==> config.mk <==
export PLATFORM = sky130hd
export DESIGN_NAME = tpl_front
export DESIGN_NICKNAME = d
export VERILOG_FILES = /design/src/rtl/core/assert_macros.svh /design/src/rtl/core/tpl_pkg.sv /design/src/rtl/core/tpl_front.sv
export SDC_FILE = /design/constraint.sdc
export NUM_CORES = 1
export LEC_CHECK = 0
export ABC_AREA = 1
export BUFFER_PORTS_ARGS = -buffer_cell sky130_fd_sc_hd__buf_2
export CAP_MARGIN = 20
export CORE_AREA = 2 2 226 228
export DETAILED_ROUTE_END_ITERATION = 8
export DIE_AREA = 0 0 228 230
export PLACE_DENSITY = 0.7
export SETUP_SLACK_MARGIN = 0.02
export SLEW_MARGIN = 15
export SYNTH_ARGS = -nofsm -noshare
export SYNTH_HDL_FRONTEND = slang
export SYNTH_SLANG_ARGS = --single-unit
==> constraint.sdc <==
create_clock -name i_clk -period 12.4 [get_ports i_clk]
set_input_delay 0.62 -clock i_clk [delete_from_list [all_inputs] [get_ports i_clk]]
set_output_delay 0.62 -clock i_clk [all_outputs]
set_load 0.02 [all_outputs]
==> src/rtl/core/assert_macros.svh <==
// Assertion macros shared by the pose lookup RTL.
// Depends on a clock i_clk and an active-low reset i_rst_n in the using scope.
`ifndef ASSERT_MACROS_SVH
`define ASSERT_MACROS_SVH

// Check a property at every clock edge outside reset.
`define TPL_ASSERT(lbl, prop, msg) \
    lbl: assert property (@(posedge i_clk) disable iff (!i_rst_n) (prop)) else $error(msg);

// Check that a condition implies a consequence at the next clock edge.
`define TPL_ASSERT_NEXT(lbl, cond, cons, msg) \
    lbl: assert property (@(posedge i_clk) disable iff (!i_rst_n) (cond) |=> (cons)) \
        else $error(msg);

`endif

==> src/rtl/core/tpl_pkg.sv <==
// Shared types, constants and helpers for the timestamp pose lookup.
// No dependencies.
package tpl_pkg;

    localparam int TPL_TABLE_DEPTH = 1024;
    localparam int TPL_W           = 32;
    localparam int TPL_STAMP_W     = 64;
    localparam int TPL_IN_DATA_W   = 288;
    localparam int TPL_OUT_DATA_W  = 128;
    localparam int TPL_OUT_USER_W  = 3;
    localparam int TPL_TERM_W      = 35;
    localparam int TPL_SUM_W       = 37;

    localparam logic TPL_KIND_LOAD  = 1'b0;
    localparam logic TPL_KIND_QUERY = 1'b1;

    typedef struct packed {
        logic                          kind;
        logic [TPL_STAMP_W-1:0]        stamp;
        logic [3:0][TPL_W-1:0]         quat;   // w, x, y, z at index 0..3
        logic [2:0][TPL_W-1:0]         pos;    // x, y, z at index 0..2
    } t_item;

    function automatic logic [TPL_W-1:0] sat32(input logic signed [TPL_SUM_W-1:0] v);
        logic [TPL_W-1:0] res;
        if (v > TPL_SUM_W'(signed'(32'h7FFF_FFFF))) begin
            res = 32'h7FFF_FFFF;
        end else if (v < TPL_SUM_W'(signed'(32'h8000_0000))) begin
            res = 32'h8000_0000;
        end else begin
            res = v[TPL_W-1:0];
        end
        return res;
    endfunction

endpackage

==> src/rtl/core/tpl_front.sv <==
// Front end: accepts stream items and holds them in a two-entry queue.
// Depends on tpl_pkg.
module tpl_front (
    input  logic                          i_clk,
    input  logic                          i_rst_n,
    input  logic                          i_valid,
    output logic                          o_ready,
    input  tpl_pkg::t_item                i_item,
    output logic                          o_valid,
    output tpl_pkg::t_item                o_item,
    input  logic                          i_pop
);
    import tpl_pkg::*;

    t_item      r_mem [2];
    logic       r_wptr, r_rptr;
    logic [1:0] r_cnt;
    logic       w_push;

    assign o_ready = (r_cnt != 2'd2);
    assign o_valid = (r_cnt != 2'd0);
    assign o_item  = r_mem[r_rptr];
    assign w_push  = i_valid && o_ready;

    always_ff @(posedge i_clk) begin
        if (w_push) begin
            r_mem[r_wptr] <= i_item;
        end
    end

    always_ff @(posedge i_clk) begin
        if (!i_rst_n) begin
            r_wptr <= 1'b0;
            r_rptr <= 1'b0;
            r_cnt  <= 2'd0;
        end else begin
            if (w_push) r_wptr <= ~r_wptr;
            if (i_pop)  r_rptr <= ~r_rptr;
            r_cnt <= r_cnt + 2'(w_push) - 2'(i_pop);
        end
    end
endmodule

* Word-level counts from Yosys, hierarchy flattened
Memories as Yosys holds them, arrays and structs flattened. A register that Yosys moved wholly into a read port is not among the register bits.
Index checks and enable logic that the tools add are counted.
** Word-level totals
- Register bits after elaboration :: 4
- Bits in latches :: 0
- RAM bits :: 578
- Memory bits (read-only) :: 0
- Bits of input ports :: 293
- Output and inout bits :: 291
- Word-level logic and storage cells :: 15
- Memories :: 1
** Memories
- r_mem :: words 2, bits a word 289, read ports 1, clocked after memory_dff 1, write ports 1, line tpl_front.sv:15 : t_item r_mem [2];
** Cells by class
- Add/sub/neg operators :: 2
- Multipliers :: 0
- Div/mod/pow operators :: 0
- $lt $le $gt $ge :: 0
- Equal/unequal tests :: 1
- Shift-type cells :: 0
- Multiplexer cells :: 4
- Bitwise logic cells :: 2
- Reductions and logical operators :: 2
** Operator list (number)
- 1-bit 2-to-1 mux :: 4
- 2-bit by 1-bit adder with 2-bit output :: 1
- 2-bit != test, second input constant :: 1
- 1-bit NOT :: 2
- 2-bit nonzero test :: 1
- 2-bit by 1-bit subtractor with 2-bit output :: 1
- 1-bit logical AND :: 1

* Depth between registers and ports, before layout
- Depth after elaboration :: 4
- Gate-level depth with buffers :: 11
- Mapped depth without buffers :: 11

* Worst setup path before layout
OpenSTA, ideal clock, no wires.
- Path kind :: input -> register
- From :: in i_valid
- To :: mem r_mem[1][0] (netlist name), enable pin
- Setup time :: 0.948 ns
- Arrival time :: 12.752 ns
- Required time :: 11.452 ns
- Path slack :: -1.300 ns
- Stages :: 2
- Path buffers :: 0
- Cell sequence :: nand2_1 nor2_1
** Between the ends
- Word-level cells in the longest chain between the ends :: 3
** Ends and longest elaborated chain
- start: declaration :: line tpl_front.sv:6 : input logic i_valid,
- 1-bit logical AND :: line tpl_front.sv:23 : assign w_push = i_valid && o_ready;
- 1-bit 2-to-1 mux :: line tpl_front.sv:26 : if (w_push) begin
- 1-bit 2-to-1 mux (implied by the code) :: line tpl_front.sv:27 : r_mem[r_wptr] <= i_item;
- end: declaration :: line tpl_front.sv:15
No other way between the ends.

==> out/results.tsv <==
metric	value	unit
cts_tree	done	
yosys.cell_types.count	14	
drive_gt1_share	60.29	%
drt_iter0_markers	550	
hold_buffers	0	
first_global_vias	11380	
dr.pass1.iters	4	
met1_usage	18.67	%
clock_skew	0.008739	ns
start_util	43.93	%
numCtsBuffers	56	
yosysSeqAreaShare	79.70	%
root_buffer	clkbuf_16	
clk_latency	0.59	ns
setup_viol	0	
clk_pin_slew_worst_paths	0.06	ns
ys_ff_latch	583	
dieArea	52440	um2
hold_end	r_mem[0][197]$_DFFE_PP_	
hpwl	32720	um
post-cts-setup-buffer-count	0	
nNetsFinal	1846	
postRouteAntennaNets	0	
die_w	228	um
grt_busiest_layer	met2	
htree_levels	2	
io_pins	584	
end_kind	output port	
crit_path_max_fanout	50	
hold_start	i_item[197]	
status	finished clean	
r2r_setup_slack	8.44	ns
drt_wl_total	46900	um
gp_congestion	0.8367	
vias	10970	
route.detailed.drc	0	
worst_pin_slew	1.140	ns
tns	0	ns
cp-start-kind	register	
grt_setup_unrepaired	false	
clockBufferDepth	3	
critPathRequiredTime	11.78	ns
synthDominantCellAreaShare	79.24	%
viasPerCell	4.821	
die_y	230	um
worst_slack	8.135	ns
maxCapViolCount	0	
relSlewSlack	24.00	%
yosys_warnings	0	
antenna_found_initial	17	
portBuffers	583	
fmax	0.2345	GHz
cts_num_sinks	583	
grt_pass1_wl	67390	um
r2r_end	r_mem[1][170]$_DFFE_PP_	
grt_remaining_overflow	0	
syn_area_per_cell	23.53	um2
hold_path.class	input pin to register	
hold_viol	0	
syn_area	21900	um2
syn2layout_area_growth	24.26	%
post-route-period-util	34.40	%
synth_top_area_cell	edfxtp_1	
period_minus_slack	4.265	ns
fillers	3913	
coreArea	49860	um2
met3_usage	5.804	%
fin_hold_ws	0.2137	ns
synthTopCellsByArea	edfxtp_1 (79%), mux2_4 (14%), mux2_2 (4.6%)	
power_leakage	0.01054	uW
grt_use_met2	30.23	%
dp_slack	8.197	ns
post_cts_resized	0	
report.final.slew_viol_count	0	
rows	82	
drt-wirelength-per-cell	20.62	um
multi_input_area	4119	um2
grt_use_total	17.01	%
rr_startpoint	r_cnt[0]$_SDFF_PN0_	
grt_max_degree	129	
power_density	173.6	nW/um2
reg2regPathDepth	7	
hold_depth	1	
synthCells	931	
ir_worst_vdd	141.0	uV
synthesis.nets	1225	
worstSetupPathType	register to output port	
register_area	17460	um2
worstPathArrival	3.65	ns
## synth_stat cells
| cell | count |
|---|---|
| a21oi_1 | 2 |
| buf_2 | 7 |
| buf_6 | 25 |
| dfxtp_1 | 5 |
| edfxtp_1 | 578 |
| ha_1 | 1 |
| inv_1 | 7 |
| mux2_2 | 89 |
| mux2_4 | 200 |
| nand2_1 | 9 |
| nand3_1 | 1 |
| nor2_1 | 4 |
| nor3_1 | 1 |
| xnor2_1 | 2 |
## state kept, by name, indices dropped and copies added, names as in the netlist, named ones only
| signal | count |
|---|---|
| r_cnt | 2 |
| r_mem | 578 |
| r_rptr | 1 |
| r_wptr | 1 |
## placed cells by master (no fill, tap or decap), drive strengths merged
cell type / n
edfxtp: 578
diode: 9
ha: 1
clkinv: 15
nor2: 4
xnor2: 2
nor3: 1
mux2: 289
clkbuf: 79
inv: 9
dfxtp: 5
nand3: 1
buf: 595
nand2: 9
bufinv: 2
a21oi: 2
clkinvlp: 2
## logic make-up (layout without fill, tap and decap cells)
| logic type | count (synthesis) | after routing | synth area share [%] |
|---|---|---|---|
| and+or+nand+nor | 15 | 15 | 0.2684 |
| muxes | 289 | 289 | 18.29 |
| other | 0 | 9 | 0 |
| AOI/OAI and AO/OA | 2 | 2 | 0.04570 |
| buffers and inverters | 39 | 702 | 1.565 |
| adders and majority gates | 1 | 1 | 0.05711 |
| DFF | 583 | 583 | 79.70 |
| xor gates and xnor gates | 2 | 2 | 0.07999 |
## area by class of cell
class | count | share of cell area [%]
Timing Repair Buffer | 595 | 11.14
Antenna cell | 9 | 0.08275
Multi-Input combinational cell | 309 | 15.13
Clock inverter | 21 | 0.5746
Sequential cell | 583 | 64.15
Inverter | 7 | 0.09654
Tap cell | 672 | 3.089
Clock buffer | 79 | 5.728
## stage by stage
step	std cells	util (%)	total power (uW)	instance area (um2)
2_1_floorplan	931	-	2963	21910
3_3_place_gp	2165	51.06	3162	25460
3_5_place_dp	2165	51.06	3177	25460
4_1_cts	2265	54.50	4767	27170
5_1_grt	2273	54.57	4892	27210
6_report	2275	54.58	4724	27220
## metal layers
| layer | up-vias | wire [um] |
|---|---|---|
| li1 | 4958 | - |
| met3 | 118 | 3570 |
| met4 | 16 | 1557 |
| met2 | 409 | 24740 |
| met1 | 5466 | 16920 |
| met5 | - | 113 |
## critical path, stage by stage, from the launching register on
cell	delay, ns
dfxtp_4	0.70
buf_12	0.32
buf_4	0.62
buf_4	0.81
mux2_4	0.36
buf_2	0.16
## where the power goes
group	internal (uW)	total (uW)	switching (uW)
registers	2360	2410	45.8
clock network	912	1590	682
logic	297	723	426
total	3570	4720	1150
## how the worst max path moves through the flow
stage | start | end | cells past startpoint
after floorplan | i_valid | r_mem[1][0]$_DFFE_PP_ | 2
after global placement | i_valid | r_mem[1][168]$_DFFE_PP_ | 6
after CTS | register | o_item[134] | 4
after detailed placement | i_valid | r_mem[1][170]$_DFFE_PP_ | 6
final | register | o_item[134] | 5
after global routing | register | o_item[134] | 5
Power figures use the tool's default switching activity.
